===== config.mk =====
export PLATFORM = sky130hd
export DESIGN_NAME = diff_drive_pi_speed_ramp
export DESIGN_NICKNAME = d
export VERILOG_FILES = /design/src/hw/rtl/ddps_pkg.sv /design/src/hw/rtl/ddps_mac.sv /design/src/hw/rtl/ddps_pi.sv /design/src/hw/rtl/ddps_wheel.sv /design/src/hw/rtl/diff_drive_pi_speed_ramp.sv
export SDC_FILE = /design/constraint.sdc
export NUM_CORES = 2
export LEC_CHECK = 0
export ABC_AREA = 1
export BUFFER_PORTS_ARGS = -buffer_cell sky130_fd_sc_hd__clkbuf_2
export CORE_MARGIN = 2
export CORE_UTILIZATION = 65
export DETAILED_ROUTE_END_ITERATION = 8
export PLACE_DENSITY = 0.85
export SLEW_MARGIN = 20
export SYNTH_ARGS = -nofsm -noshare
export SYNTH_HDL_FRONTEND = slang
export SYNTH_SLANG_ARGS = --single-unit

===== constraint.sdc =====
create_clock -name clk -period 9.46 [get_ports clk]
set_clock_uncertainty 0.2 [all_clocks]
set_input_delay 1.419 -clock clk [delete_from_list [all_inputs] [get_ports clk]]
set_output_delay 1.419 -clock clk [all_outputs]
set_load 0.05 [all_outputs]

===== src/hw/rtl/ddps_pkg.sv =====
package ddps_pkg;

	// fixed field widths
	localparam int SPEED_W = 16;
	localparam int GAIN_W = 16;
	localparam int PCT_W = 16;
	localparam int DUTY_W = 12;
	localparam int STEPS_W = 32;
	localparam int CFG_IDX_W = 3;
	localparam int CFG_DATA_W = 32;

	localparam int DUTY_PER_PERCENT = 40;
	localparam int DPP_W = $clog2(DUTY_PER_PERCENT + 1);
	localparam int INTEGRAL_WIDTH = 32;
	localparam int CMD_SAT_WIDTH = 48;
	localparam int OUT_SAT_WIDTH = 40;
	localparam int PCT_LIMIT = 25600;

	// datapath widths of the pi sample
	localparam int ERR_W = SPEED_W + 1;
	localparam int TERM_W = ERR_W + GAIN_W - 8;
	localparam int INT_SUM_W = (INTEGRAL_WIDTH > TERM_W ? INTEGRAL_WIDTH : TERM_W) + 1;
	localparam int CMD_W = INT_SUM_W < CMD_SAT_WIDTH ? INT_SUM_W : CMD_SAT_WIDTH;
	localparam int SCALED_W = CMD_W + GAIN_W - 12;
	localparam int OUT_W = SCALED_W < OUT_SAT_WIDTH ? SCALED_W : OUT_SAT_WIDTH;
	localparam int TURN_W = OUT_W + GAIN_W - 12;
	localparam int MIX_W = TURN_W + 2;

	// shared multiplier: wide operand taken in two halves
	localparam int MAC_A_W = CMD_W > OUT_W ? CMD_W : OUT_W;
	localparam int MAC_P_W = MAC_A_W + GAIN_W;
	localparam int MAC_LO_W = 20;
	localparam int MAC_HI_W = MAC_A_W - MAC_LO_W;
	localparam int MAC_OP_W = MAC_HI_W > MAC_LO_W + 1 ? MAC_HI_W : MAC_LO_W + 1;

	localparam logic signed [PCT_W-1:0] PCT_MAX = PCT_W'(PCT_LIMIT);
	localparam logic signed [PCT_W-1:0] PCT_MIN = -PCT_MAX;
	localparam logic [DUTY_W-1:0] DUTY_MAX = '1;

	// register indexes
	localparam logic [CFG_IDX_W-1:0] REG_PROP_ANG = 3'd0;
	localparam logic [CFG_IDX_W-1:0] REG_INT_ANG = 3'd1;
	localparam logic [CFG_IDX_W-1:0] REG_PROP_LIN = 3'd2;
	localparam logic [CFG_IDX_W-1:0] REG_INT_LIN = 3'd3;
	localparam logic [CFG_IDX_W-1:0] REG_OUT_SCALE = 3'd4;
	localparam logic [CFG_IDX_W-1:0] REG_HALF_BASE = 3'd5;
	localparam logic [CFG_IDX_W-1:0] REG_RAMP_STEPS = 3'd6;

	localparam logic [GAIN_W-1:0] OUT_SCALE_RESET = 16'd256;
	localparam logic [STEPS_W-1:0] RAMP_STEPS_RESET = 32'h0A0C_0A07;

	typedef enum logic [1:0] {
		OP_SAMPLE = 2'd0,
		OP_TICK = 2'd1,
		OP_DIRECT = 2'd2,
		OP_NOP = 2'd3
	} op_t;

	typedef struct packed {
		op_t operation;
		logic signed [SPEED_W-1:0] linear_target;
		logic signed [SPEED_W-1:0] angular_target;
		logic signed [SPEED_W-1:0] linear_measured;
		logic signed [SPEED_W-1:0] angular_measured;
		logic wheel_select;
		logic signed [PCT_W-1:0] wheel_target_value;
	} item_t;

	typedef struct packed {
		logic signed [PCT_W-1:0] right_target;
		logic signed [PCT_W-1:0] left_target;
		logic [DUTY_W-1:0] right_duty;
		logic right_forward;
		logic [DUTY_W-1:0] left_duty;
		logic left_forward;
	} result_t;

	typedef struct packed {
		logic [GAIN_W-1:0] prop_gain_angular;
		logic [GAIN_W-1:0] integral_gain_angular;
		logic [GAIN_W-1:0] prop_gain_linear;
		logic [GAIN_W-1:0] integral_gain_linear;
		logic [GAIN_W-1:0] output_scale;
		logic [GAIN_W-1:0] half_wheel_base;
		logic [STEPS_W-1:0] ramp_steps;
	} cfg_t;

	typedef struct packed {
		logic start;
		logic signed [MAC_A_W-1:0] a;
		logic [GAIN_W-1:0] b;
	} mac_req_t;

	typedef struct packed {
		logic done;
		logic signed [MAC_P_W-1:0] prod;
	} mac_rsp_t;

	typedef struct packed {
		logic start;
		logic signed [ERR_W-1:0] err_lin;
		logic signed [ERR_W-1:0] err_ang;
	} pi_req_t;

	typedef struct packed {
		logic done;
		logic signed [PCT_W-1:0] right_goal;
		logic signed [PCT_W-1:0] left_goal;
	} pi_rsp_t;

	typedef struct packed {
		logic [DUTY_W-1:0] right_duty;
		logic right_forward;
		logic [DUTY_W-1:0] left_duty;
		logic left_forward;
	} wheel_st_t;

	// saturation to the full range of a signed width
	function automatic logic signed [63:0] sat_s64(input logic signed [63:0] x, input int bits);
		logic signed [63:0] hi;
		logic signed [63:0] lo;
		hi = (64'sd1 <<< (bits - 1)) - 64'sd1;
		lo = -hi - 64'sd1;
		if (x > hi) begin
			return hi;
		end
		if (x < lo) begin
			return lo;
		end
		return x;
	endfunction

	function automatic logic signed [PCT_W-1:0] clamp_pct(input logic signed [63:0] x);
		if (x > 64'(PCT_MAX)) begin
			return PCT_MAX;
		end
		if (x < 64'(PCT_MIN)) begin
			return PCT_MIN;
		end
		return PCT_W'(x);
	endfunction

endpackage


===== src/hw/rtl/ddps_mac.sv =====
module ddps_mac import ddps_pkg::*; (
	input logic clk,
	input logic arst_n,
	input mac_req_t req,
	output mac_rsp_t rsp
);

	localparam int MUL_W = MAC_OP_W + GAIN_W + 1;

	typedef enum logic [1:0] {M_IDLE, M_LO, M_HI, M_SUM} mac_state_t;

	mac_state_t state_q;
	logic done_q;
	logic signed [MAC_A_W-1:0] a_q;
	logic [GAIN_W-1:0] b_q;
	logic signed [MAC_OP_W-1:0] op_a;
	logic signed [MUL_W-1:0] prod_s1;
	logic signed [MAC_P_W-1:0] acc_q;

	// low half goes in unsigned, high half carries the sign
	always_comb begin
		if (state_q == M_LO) begin
			op_a = MAC_OP_W'($signed({1'b0, a_q[MAC_LO_W-1:0]}));
		end else begin
			op_a = MAC_OP_W'($signed(a_q[MAC_A_W-1:MAC_LO_W]));
		end
	end

	always_ff @(posedge clk or negedge arst_n) begin
		if (!arst_n) begin
			state_q <= M_IDLE;
			done_q <= 1'b0;
		end else begin
			done_q <= 1'b0;
			unique case (state_q)
				M_IDLE: begin
					if (req.start) begin
						state_q <= M_LO;
					end
				end
				M_LO: begin
					state_q <= M_HI;
				end
				M_HI: begin
					state_q <= M_SUM;
				end
				M_SUM: begin
					state_q <= M_IDLE;
					done_q <= 1'b1;
				end
				default: begin
					state_q <= M_IDLE;
				end
			endcase
		end
	end

	always_ff @(posedge clk) begin
		if (state_q == M_IDLE && req.start) begin
			a_q <= req.a;
			b_q <= req.b;
		end
		prod_s1 <= MUL_W'(op_a) * MUL_W'($signed({1'b0, b_q}));
		if (state_q == M_HI) begin
			acc_q <= MAC_P_W'(prod_s1);
		end
		if (state_q == M_SUM) begin
			acc_q <= acc_q + (MAC_P_W'(prod_s1) <<< MAC_LO_W);
		end
	end

	assign rsp.done = done_q;
	assign rsp.prod = acc_q;

endmodule


===== src/hw/rtl/ddps_pi.sv =====
module ddps_pi import ddps_pkg::*; (
	input logic clk,
	input logic arst_n,
	input cfg_t cfg,
	input pi_req_t req,
	output pi_rsp_t rsp
);

	typedef enum logic [2:0] {
		S_IDLE,
		S_PROP,
		S_INC,
		S_CMD,
		S_SCALE,
		S_TURN,
		S_MIX
	} pi_state_t;

	pi_state_t state_q;
	logic loop_q;
	logic done_q;
	mac_req_t mac_req_q;
	mac_rsp_t mac_rsp;
	logic signed [INTEGRAL_WIDTH-1:0] integ_ang_q;
	logic signed [INTEGRAL_WIDTH-1:0] integ_lin_q;

	logic signed [ERR_W-1:0] err_ang_q;
	logic signed [ERR_W-1:0] err_lin_q;
	logic signed [TERM_W-1:0] prop_q;
	logic signed [OUT_W-1:0] out_ang_q;
	logic signed [OUT_W-1:0] out_lin_q;
	logic signed [TURN_W-1:0] turn_q;
	logic signed [PCT_W-1:0] right_q;
	logic signed [PCT_W-1:0] left_q;

	logic signed [ERR_W-1:0] err_cur;
	logic [GAIN_W-1:0] ig_cur;
	logic signed [INTEGRAL_WIDTH-1:0] integ_cur;
	logic signed [TERM_W-1:0] term;
	logic signed [INT_SUM_W-1:0] integ_sum;
	logic signed [INTEGRAL_WIDTH-1:0] integ_next;
	logic signed [INT_SUM_W-1:0] cmd_sum;
	logic signed [CMD_W-1:0] cmd_val;
	logic signed [OUT_W-1:0] scaled;
	logic signed [TURN_W-1:0] turn;
	logic signed [MIX_W-1:0] mix_sum;
	logic signed [MIX_W-1:0] mix_dif;
	logic signed [PCT_W-1:0] right_next;
	logic signed [PCT_W-1:0] left_next;

	ddps_mac u_mac (
		.clk(clk),
		.arst_n(arst_n),
		.req(mac_req_q),
		.rsp(mac_rsp)
	);

	// loop_q low: angular loop, high: linear loop
	assign err_cur = loop_q ? err_lin_q : err_ang_q;
	assign ig_cur = loop_q ? cfg.integral_gain_linear : cfg.integral_gain_angular;
	assign integ_cur = loop_q ? integ_lin_q : integ_ang_q;

	assign term = TERM_W'(mac_rsp.prod >>> 8);
	assign integ_sum = INT_SUM_W'(integ_cur) + INT_SUM_W'(term);
	assign integ_next = INTEGRAL_WIDTH'(sat_s64(64'(integ_sum), INTEGRAL_WIDTH));
	assign cmd_sum = INT_SUM_W'(prop_q) + INT_SUM_W'(integ_cur);
	assign cmd_val = CMD_W'(sat_s64(64'(cmd_sum), CMD_SAT_WIDTH));
	assign scaled = OUT_W'(sat_s64(64'(mac_rsp.prod >>> 12), OUT_SAT_WIDTH));
	assign turn = TURN_W'(mac_rsp.prod >>> 12);

	// right wheel is mounted mirrored
	assign mix_sum = MIX_W'(out_lin_q) + MIX_W'(turn_q);
	assign mix_dif = MIX_W'(out_lin_q) - MIX_W'(turn_q);
	assign right_next = clamp_pct(-64'(mix_sum));
	assign left_next = clamp_pct(64'(mix_dif));

	always_ff @(posedge clk or negedge arst_n) begin
		if (!arst_n) begin
			state_q <= S_IDLE;
			loop_q <= 1'b0;
			done_q <= 1'b0;
			mac_req_q <= '0;
			integ_ang_q <= '0;
			integ_lin_q <= '0;
		end else begin
			mac_req_q.start <= 1'b0;
			done_q <= 1'b0;
			unique case (state_q)
				S_IDLE: begin
					if (req.start) begin
						loop_q <= 1'b0;
						mac_req_q.start <= 1'b1;
						mac_req_q.a <= MAC_A_W'(req.err_ang);
						mac_req_q.b <= cfg.prop_gain_angular;
						state_q <= S_PROP;
					end
				end
				S_PROP: begin
					if (mac_rsp.done) begin
						mac_req_q.start <= 1'b1;
						mac_req_q.a <= MAC_A_W'(err_cur);
						mac_req_q.b <= ig_cur;
						state_q <= S_INC;
					end
				end
				S_INC: begin
					if (mac_rsp.done) begin
						if (loop_q) begin
							integ_lin_q <= integ_next;
						end else begin
							integ_ang_q <= integ_next;
						end
						state_q <= S_CMD;
					end
				end
				S_CMD: begin
					mac_req_q.start <= 1'b1;
					mac_req_q.a <= MAC_A_W'(cmd_val);
					mac_req_q.b <= cfg.output_scale;
					state_q <= S_SCALE;
				end
				S_SCALE: begin
					if (mac_rsp.done) begin
						mac_req_q.start <= 1'b1;
						if (!loop_q) begin
							loop_q <= 1'b1;
							mac_req_q.a <= MAC_A_W'(err_lin_q);
							mac_req_q.b <= cfg.prop_gain_linear;
							state_q <= S_PROP;
						end else begin
							mac_req_q.a <= MAC_A_W'(out_ang_q);
							mac_req_q.b <= cfg.half_wheel_base;
							state_q <= S_TURN;
						end
					end
				end
				S_TURN: begin
					if (mac_rsp.done) begin
						state_q <= S_MIX;
					end
				end
				S_MIX: begin
					done_q <= 1'b1;
					state_q <= S_IDLE;
				end
				default: begin
					state_q <= S_IDLE;
				end
			endcase
		end
	end

	always_ff @(posedge clk) begin
		if (state_q == S_IDLE && req.start) begin
			err_ang_q <= req.err_ang;
			err_lin_q <= req.err_lin;
		end
		if (state_q == S_PROP && mac_rsp.done) begin
			prop_q <= term;
		end
		if (state_q == S_SCALE && mac_rsp.done) begin
			if (loop_q) begin
				out_lin_q <= scaled;
			end else begin
				out_ang_q <= scaled;
			end
		end
		if (state_q == S_TURN && mac_rsp.done) begin
			turn_q <= turn;
		end
		if (state_q == S_MIX) begin
			right_q <= right_next;
			left_q <= left_next;
		end
	end

	assign rsp.done = done_q;
	assign rsp.right_goal = right_q;
	assign rsp.left_goal = left_q;

endmodule


===== src/hw/rtl/ddps_wheel.sv =====
module ddps_wheel import ddps_pkg::*; (
	input logic clk,
	input logic arst_n,
	input logic tick,
	input logic signed [PCT_W-1:0] right_goal,
	input logic signed [PCT_W-1:0] left_goal,
	input logic [STEPS_W-1:0] ramp_steps,
	output wheel_st_t st
);

	logic signed [PCT_W-1:0] right_cmd_q;
	logic signed [PCT_W-1:0] left_cmd_q;

	// step sizes are whole percent, i.e. n * 256 in q8.8
	function automatic logic signed [PCT_W-1:0] ramp_step(
		input logic signed [PCT_W-1:0] cmd,
		input logic signed [PCT_W-1:0] goal,
		input logic [7:0] up,
		input logic [7:0] down
	);
		logic signed [PCT_W+1:0] raised;
		logic signed [PCT_W+1:0] lowered;
		raised = (PCT_W + 2)'(cmd) + $signed((PCT_W + 2)'({up, 8'h00}));
		lowered = (PCT_W + 2)'(cmd) - $signed((PCT_W + 2)'({down, 8'h00}));
		if (cmd < goal) begin
			if (raised > (PCT_W + 2)'(goal)) begin
				return goal;
			end
			return PCT_W'(raised);
		end
		if (cmd > goal) begin
			if (lowered < (PCT_W + 2)'(goal)) begin
				return goal;
			end
			return PCT_W'(lowered);
		end
		return cmd;
	endfunction

	function automatic logic [DUTY_W-1:0] duty_of(input logic signed [PCT_W-1:0] cmd);
		logic [PCT_W-1:0] mag;
		logic [PCT_W+DPP_W-1:0] prod;
		logic [PCT_W+DPP_W-9:0] shifted;
		mag = cmd[PCT_W-1] ? PCT_W'(-cmd) : PCT_W'(cmd);
		prod = (PCT_W + DPP_W)'(mag) * (PCT_W + DPP_W)'(DUTY_PER_PERCENT);
		shifted = prod[PCT_W+DPP_W-1:8];
		if (shifted > DUTY_MAX) begin
			return DUTY_MAX;
		end
		return DUTY_W'(shifted);
	endfunction

	always_ff @(posedge clk or negedge arst_n) begin
		if (!arst_n) begin
			right_cmd_q <= '0;
			left_cmd_q <= '0;
		end else if (tick) begin
			right_cmd_q <= ramp_step(right_cmd_q, right_goal, ramp_steps[7:0], ramp_steps[15:8]);
			left_cmd_q <= ramp_step(left_cmd_q, left_goal, ramp_steps[23:16], ramp_steps[31:24]);
		end
	end

	assign st.right_duty = duty_of(right_cmd_q);
	assign st.right_forward = !right_cmd_q[PCT_W-1] && (right_cmd_q != '0);
	assign st.left_duty = duty_of(left_cmd_q);
	assign st.left_forward = !left_cmd_q[PCT_W-1] && (left_cmd_q != '0);

endmodule


===== src/hw/rtl/diff_drive_pi_speed_ramp.sv =====
// speed controller for a two-wheel drive.
// item channel (item_valid / item_stall / item) takes one request at a time:
//   operation 0 runs both pi loops and mixes new right and left wheel targets,
//   operation 1 ramps both wheel commands one step toward their targets,
//   operation 2 loads one wheel target directly, operation 3 only reports.
// every request gives one result on the result channel: the wheel targets
// and duty / direction of both wheels as they stand after the request.
// operation 0 runs on the single shared multiplier, which works through seven
// products in turn, each in two partial products; the other operations go
// straight to the output stage. config writes (cfg_we, cfg_index, cfg_data)
// are the user's to make only while no request is open; the block has no check.
// item_stall is high from acceptance until the result sits in the output
// register; while a result waits on result_stall the next request is still
// taken, and its result holds back until that register is taken.
// reset clears the integrals, wheel targets and commands and loads the
// default gains, output scale and ramp steps.
module diff_drive_pi_speed_ramp import ddps_pkg::*; (
	input logic clk,
	input logic arst_n,
	input logic item_valid,
	output logic item_stall,
	input item_t item,
	output logic result_valid,
	input logic result_stall,
	output result_t result,
	input logic cfg_we,
	input logic [CFG_IDX_W-1:0] cfg_index,
	input logic [CFG_DATA_W-1:0] cfg_data
);

	typedef enum logic [1:0] {T_IDLE, T_PI, T_OUT} top_state_t;

	top_state_t state_q;
	cfg_t cfg_q;
	pi_req_t pi_req_q;
	pi_rsp_t pi_rsp;
	wheel_st_t wheel_st;
	logic signed [PCT_W-1:0] right_goal_q;
	logic signed [PCT_W-1:0] left_goal_q;
	logic result_valid_q;
	result_t result_q;

	logic accept;
	logic out_free;
	logic load;
	logic tick;
	logic signed [ERR_W-1:0] err_lin;
	logic signed [ERR_W-1:0] err_ang;
	logic signed [PCT_W-1:0] direct_val;

	assign item_stall = (state_q != T_IDLE);
	assign accept = item_valid && !item_stall;
	assign out_free = !result_valid_q || !result_stall;
	assign load = (state_q == T_OUT) && out_free;
	assign tick = accept && (item.operation == OP_TICK);

	assign err_lin = ERR_W'(item.linear_target) - ERR_W'(item.linear_measured);
	assign err_ang = ERR_W'(item.angular_target) - ERR_W'(item.angular_measured);
	assign direct_val = clamp_pct(64'(item.wheel_target_value));

	always_ff @(posedge clk or negedge arst_n) begin
		if (!arst_n) begin
			cfg_q.prop_gain_angular <= '0;
			cfg_q.integral_gain_angular <= '0;
			cfg_q.prop_gain_linear <= '0;
			cfg_q.integral_gain_linear <= '0;
			cfg_q.output_scale <= OUT_SCALE_RESET;
			cfg_q.half_wheel_base <= '0;
			cfg_q.ramp_steps <= RAMP_STEPS_RESET;
		end else if (cfg_we) begin
			unique case (cfg_index)
				REG_PROP_ANG: cfg_q.prop_gain_angular <= cfg_data[GAIN_W-1:0];
				REG_INT_ANG: cfg_q.integral_gain_angular <= cfg_data[GAIN_W-1:0];
				REG_PROP_LIN: cfg_q.prop_gain_linear <= cfg_data[GAIN_W-1:0];
				REG_INT_LIN: cfg_q.integral_gain_linear <= cfg_data[GAIN_W-1:0];
				REG_OUT_SCALE: cfg_q.output_scale <= cfg_data[GAIN_W-1:0];
				REG_HALF_BASE: cfg_q.half_wheel_base <= cfg_data[GAIN_W-1:0];
				REG_RAMP_STEPS: cfg_q.ramp_steps <= cfg_data[STEPS_W-1:0];
				default: begin
				end
			endcase
		end
	end

	ddps_pi u_pi (
		.clk(clk),
		.arst_n(arst_n),
		.cfg(cfg_q),
		.req(pi_req_q),
		.rsp(pi_rsp)
	);

	ddps_wheel u_wheel (
		.clk(clk),
		.arst_n(arst_n),
		.tick(tick),
		.right_goal(right_goal_q),
		.left_goal(left_goal_q),
		.ramp_steps(cfg_q.ramp_steps),
		.st(wheel_st)
	);

	always_ff @(posedge clk or negedge arst_n) begin
		if (!arst_n) begin
			state_q <= T_IDLE;
			pi_req_q <= '0;
			right_goal_q <= '0;
			left_goal_q <= '0;
			result_valid_q <= 1'b0;
		end else begin
			pi_req_q.start <= 1'b0;
			if (load) begin
				result_valid_q <= 1'b1;
			end else if (!result_stall) begin
				result_valid_q <= 1'b0;
			end
			unique case (state_q)
				T_IDLE: begin
					if (accept) begin
						unique case (item.operation)
							OP_SAMPLE: begin
								pi_req_q.start <= 1'b1;
								pi_req_q.err_lin <= err_lin;
								pi_req_q.err_ang <= err_ang;
								state_q <= T_PI;
							end
							OP_DIRECT: begin
								if (item.wheel_select) begin
									left_goal_q <= direct_val;
								end else begin
									right_goal_q <= direct_val;
								end
								state_q <= T_OUT;
							end
							default: begin
								state_q <= T_OUT;
							end
						endcase
					end
				end
				T_PI: begin
					if (pi_rsp.done) begin
						right_goal_q <= pi_rsp.right_goal;
						left_goal_q <= pi_rsp.left_goal;
						state_q <= T_OUT;
					end
				end
				T_OUT: begin
					if (out_free) begin
						state_q <= T_IDLE;
					end
				end
				default: begin
					state_q <= T_IDLE;
				end
			endcase
		end
	end

	always_ff @(posedge clk) begin
		if (load) begin
			result_q.right_target <= right_goal_q;
			result_q.left_target <= left_goal_q;
			result_q.right_duty <= wheel_st.right_duty;
			result_q.right_forward <= wheel_st.right_forward;
			result_q.left_duty <= wheel_st.left_duty;
			result_q.left_forward <= wheel_st.left_forward;
		end
	end

	assign result_valid = result_valid_q;
	assign result = result_q;

	a_pi_done_while_waiting: assert property (@(posedge clk) disable iff (!arst_n)
		pi_rsp.done |-> state_q == T_PI)
		else $error("pi sequencer finished while no control sample was open");

	a_pi_start_enters_wait: assert property (@(posedge clk) disable iff (!arst_n)
		pi_req_q.start |-> state_q == T_PI)
		else $error("pi sequencer started outside a control sample");

	a_result_from_load: assert property (@(posedge clk) disable iff (!arst_n)
		$rose(result_valid) |-> $past(state_q) == T_OUT)
		else $error("result appeared without an output load");

	a_target_range: assert property (@(posedge clk) disable iff (!arst_n)
		result_valid |-> (result.right_target <= PCT_MAX) && (result.right_target >= PCT_MIN)
			&& (result.left_target <= PCT_MAX) && (result.left_target >= PCT_MIN))
		else $error("wheel target beyond 100 percent");

endmodule


; Yosys cells after proc, flatten, opt, wreduce, memory -nomap -nowiden
; Index checks and enable logic that the tools add are counted.
[word_totals]
register_bits = 764
inputBits = 123
out_inout_bits = 60
wordCells = 301
[op_classes]
add_sub_neg = 14
multipliers = 3
order_cmp = 22
n_eq_ne = 32
n_mux = 135
n_bitwise = 1
n_reduce_logical = 50
[ops]
columns = op, count
row1 = $mux W16, 39
row2 = $pmux W54 S4, 1
row3 = $mux W54, 3
row4 = $mux W32, 5
row5 = $mux W53, 3
row6 = $mux W37, 4
row7 = $mux W33, 4
row8 = $mux W35, 3
row9 = $gt A64 B16 Y1 const B, 1
row10 = $lt A64 B16 Y1 const B, 1
row11 = $neg A42 Y64, 1
row12 = $pmux W16 S2, 2
row13 = $add A53 B53 Y53, 1
row14 = $mux W1, 50
row15 = $gt A33 B48 Y1 const B, 1
row16 = $lt A33 B48 Y1 const B, 1
row17 = $mux W12, 4
row18 = $add A37 B41 Y42, 1
row19 = $gt A42 B16 Y1 const B, 1
row20 = $lt A42 B16 Y1 const B, 1
row21 = $sub A37 B41 Y42, 1
row22 = $gt A41 B40 Y1 const B, 1
row23 = $lt A41 B40 Y1 const B, 1
row24 = $mul A16 B3 Y19 const B, 2
row25 = other kinds (44), 125

; Logic depth before layout (Yosys ltp)
[depth]
word_depth = 12
mapped_depth = 35
depth_no_buf = 32

; By module
; A second synthesis with hierarchy kept.
[hier_totals]
hier_cells = 8572
hier_area_um2 = 65041.1
[by_module_without_submodules]
columns = mod, instances, cells_each, area_each_um2, seq_area_each_um2
row1 = ddps_pi, 1, 3503, 25169.1, 9263.9
row2 = ddps_mac, 1, 2552, 20524.7, 4018.9
row3 = diff_drive_pi_speed_ramp, 1, 1288, 11597.4, 6708.9
row4 = ddps_wheel, 1, 1229, 7749.9, 800.8

; Worst setup path after synthesis
; Ideal clock, no wire load.
[synth_timing]
path_type = register to register
from = register u_pi.u_mac.state_q[1]
to = register u_pi.u_mac.prod_s1[37]
setup_ps = 122
arrival_time_ps = 6711
t_required_ps = 9138
path_slack_ps = 2427
stages_incl_launch_ff = 27
n_path_buf = 3
synth_period_minus_slack_ps = 7033
cell_sequence = dfrtp_1 inv_1 ha_1 clkbuf_1 clkbuf_1 nor2_1 inv_1 clkbuf_1 nor2_1 fa_1 fa_1 fa_1 fa_1 fa_1 inv_1 fa_1 inv_1 ha_1 a21oi_1 o21ai_0 a221oi_1 o21ai_0 nand2_1 nand2_1 nand2_1 nand2_1 xor2_1
[synth_between]
elab_chain_len = 3
[synth_rtl]
columns = item, line_no
row1 = from (decl), ddps_mac.sv:12  ; mac_state_t state_q;
row2 = from (signal assigned), ddps_mac.sv:31  ; state_q <= M_IDLE;
row3 = from (signal assigned), ddps_mac.sv:38  ; state_q <= M_LO;
row4 = from (signal assigned), ddps_mac.sv:42  ; state_q <= M_HI;
row5 = $eq A2 B1 Y1, ddps_mac.sv:22  ; if (state_q == M_LO) begin
row6 = $mux W21, ddps_mac.sv:22
row7 = $mul A21 B17 Y38, ddps_mac.sv:63  ; prod_s1 <= MUL_W'(op_a) * MUL_W'($signed({1'b0, b_q}));
row8 = to (signal assigned), ddps_mac.sv:63
row9 = to (decl), ddps_mac.sv:17  ; logic signed [MUL_W-1:0] prod_s1;
; No other way between the ends.
; A chain may end at the register's enable or synchronous reset.

; Worst setup path in the final report
[layout_timing]
from = register u_pi.u_mac.state_q[1]
to = register u_pi.u_mac.prod_s1[31]
; Same word-level chain as after synthesis.

==> flow_summary.ini <==
[run_status]
status = finished, final reports clean

[logic_synthesis]
synthAdderAreaFrac_pct = 21.89
synth_edf_count = 362
synthTopCellsByArea = edfxtp_1 18%, dfrtp_1 14%, nand2_1 12%
syn_inst = 7673
post_synth_xor_area_fraction_pct = 2.893
synthMuxAreaShare_pct = 0.1476
netlist_area_sq_um = 61020
synth_cell_types = 63
synthFlopType = edfxtp_1
synth-compound-area-share_pct = 11.37
yosysSeqAreaShare_pct = 33.68
synth_top_family_by_area = adder cells
synth-simple-area-share_pct = 20.89
synth-seq-cells = 756
synth.most_common_cell = nand2_1
synth_nets = 8656
yosys_warnings = 0
syn_area_per_cell_sq_um = 7.953
synth_top_cell_area_share_pct = 17.81
yosys.area.top_type = edfxtp_1
ys_async_sr_fraction_pct = 47.09
synthTopCellsByCount = 1984 x nand2_1, 1271 x inv_1, 618 x nor2_1

[timing]
slew_headroom_pct = 23.28
period_minus_slack_ns = 8.498
finalSetupViolations = 0
hold_ws_ns = 0.2505
finalWorstSetupSlack_ns = 0.9620
clock.fmax_mhz = 117.7
fin_tns_setup_ns = 0
period_share_pct = 89.83
maxSlewViolCount = 0
worstMarginPinSlew_ns = 1.148
hold_viol = 0
rsz0062_at_grt = false

[drt]
drc = 0
ant_nets = 0
dr.pass1.iters = 9
vias = 53450
wl_microns = 188900
first_iter_violations = 5697
viasPerCell = 5.852
routedWlPerCell_microns = 20.68

[clock_network]
root_buffer = clkbuf_16
cts_max_level = 3
clk_pin_slew_ns = 0.07
cts-resized-gates = 0
clkLatencyLatePin_ns = 0.72
hold_buffers = 0
cts_max_path_buffers = 3
cts_tree = yes
numCtsBuffers = 80
cts.sinks = 756
postCtsSetupBuffers = 0

[critical_path]
worstPathArrival_ns = 8.89
endpoint_kind = register
critPathMaxFanout = 21
startpoint_type = register
crit_type = reg -> reg
worstPathRequired_ns = 9.85

[placement]
numPortBuffers = 182
hpwl_microns = 147500
place_congestion = 0.9985
dp_cells = 8983
dp_slack_ns = 1.261

[power]
seq_power_share_pct = 48.3
p_sw_share_pct = 25.24
clkPwrFrac_pct = 43.9
vdd_drop_max_mv = 0.1288
leakagePower_uw = 0.03452
power.internal_uw = 5563
power_density_nw_per_um2 = 112.6
p_comb_share_pct = 7.8
power_switching_uw = 1878

[flow_run]
maxCapViolations = 0

[cells_and_area]
stdcell_count = 9134
area_delta_synth_final_pct = 8.253
n_antenna_cell = 0
nFillCells = 7391
drive_gt1_share_pct = 6.942
layout.nets = 8796

[floorplan]
core_sq_um = 93190
die_height_microns = 310.4
fp.dieW_microns = 310.4
fp-row-count = 112
pin_count = 183
die-area_sq_um = 96340
start_util_pct = 65.48

[global_route]
grt_max_degree = 103
met3_usage_pct = 7.043
grt-busiest-layer = met2
grt_pass1_vias = 51890
grt_first_pass_wirelength_microns = 290800
met1_usage_pct = 51.01
antenna_found_initial = 4
gr-total-overflow = 0
use_met2_pct = 63.88
track_usage_pct = 39.64

[worst_hold_path]
min_path_type = reg -> reg
## stage by stage
stage                     area (sq um)  power (uW)  utilization, %
after floorplan                  61020        4030               -
after global placement           63280        4187           67.91
after detailed placement         63280        4218           67.91
after CTS                        66000        7442           70.82
after global routing             66060        7663           70.88
final                            66060        7441           70.88
## cells by family (layout without fill, tap and decap cells)
group | after synthesis | count (layout)
XOR/XNOR | 199 | 199
AND/OR/NAND/NOR | 3114 | 3114
buffers and inverters | 1470 | 1677
AO/OA/AOI/OAI | 1266 | 1266
adder cells (fa/ha/maj) | 860 | 860
flip-flops | 756 | 756
multiplexers | 8 | 8
## registers in the layout (all words and copies together), names as in the netlist, 25 cells and up
signal and flops:
result 58, u_pi.out_ang_q 37, u_pi.prop_q 25, u_pi.integ_lin_q 32, u_pi.mac_req_q 54, u_pi.turn_q 41
u_pi.out_lin_q 37, u_pi.u_mac.prod_s1 38, pi_req_q 35, u_pi.u_mac.a_q 37, cfg_q 128, u_pi.u_mac.acc_q 45
u_pi.integ_ang_q 32
## final timing paths
path | startpoint | endpoint | slack, ns | depth (start not counted)
worst max register to register | u_pi.u_mac.state_q[1]$_DFFE_PN0P_ | u_pi.u_mac.prod_s1[31]$_DFF_P_ | 0.96 | 27
min in group asynchronous | arst_n | u_wheel.left_cmd_q[11]$_DFFE_PN0P_ | 0.53 | 1
worst max-delay path | u_pi.u_mac.state_q[1]$_DFFE_PN0P_ | u_pi.u_mac.prod_s1[31]$_DFF_P_ | 0.96 | 27
worst min-delay path | pi_req_q[18]$_DFFE_PN0P_ | u_pi.err_lin_q[1]$_DFFE_PP_ | 0.25 | 0
max in group asynchronous | arst_n | u_pi.integ_lin_q[26]$_DFFE_PN0P_ | 6.14 | 3
worst min register to register | pi_req_q[18]$_DFFE_PN0P_ | u_pi.err_lin_q[1]$_DFFE_PP_ | 0.25 | 0
## layout make-up
cell class,instances,area (sq um),share of cell area [%]
flip-flops and latches,756,20550,31.12
multi-input cells,5447,34980,52.96
clock buffers,97,2147,3.250
well taps,1254,1569,2.375
inverters,1283,4816,7.291
repair buffers,245,1418,2.146
clock inverters,52,569.3,0.8618
## power groups by stage
stage	combinational, uW	clock [uW]	sequential [uW]
2_1_floorplan	395	0	3630
3_3_place_gp	540	0	3650
3_5_place_dp	565	0	3650
4_1_cts	575	3280	3590
5_1_grt	661	3400	3600
6_report	579	3270	3590
## critical path, cell delays in order (launching register included)
cell	delay, ns
dfrtp_1	0.41
inv_1	0.14
ha_1	0.33
inv_1	0.33
o21ai_0	0.78
inv_1	0.50
nand2_1	0.20
fa_1	0.45
fa_1	0.48
fa_1	0.51
inv_1	0.05
fa_1	0.48
fa_1	0.56
inv_1	0.06
fa_1	0.53
inv_1	0.04
ha_1	0.36
nand2_1	0.10
nand2_1	0.05
a31oi_1	0.32
nand2_1	0.11
a211oi_1	0.62
o21ai_0	0.31
nand2_1	0.12
nand2_1	0.08
nand2_1	0.06
nand2_1	0.05
xor2_1	0.14
## per-layer routing
metal  vias to the layer above  wire length (microns)
met5                         -                     14
met4                         2                  11630
met3                       574                  17120
met2                      2602                  86160
met1                     25410                  73970
li1                      24860                      -
## layout by cell type (no fill, tap or decap), types with 21 or more instances in the layout
cell type and n:
a21o_1 25, a21oi_1 569, a22oi_1 43, a31oi_1 27, buf_4 60, clkbuf_16 81, clkbuf_2 181, clkinv_2 21
dfrtp_1 345, dfxtp_1 38, edfxtp_1 362, fa_1 346, ha_1 514, inv_1 1267, nand2_1 1981, nand3_1 248
nand4_1 53, nor2_1 613, nor2_2 39, nor3_1 48, o21a_1 21, o21ai_0 442, o21bai_1 34, or2_2 35
xnor2_1 75, xor2_1 121
No activity file was read; power rests on OpenSTA's default activity.
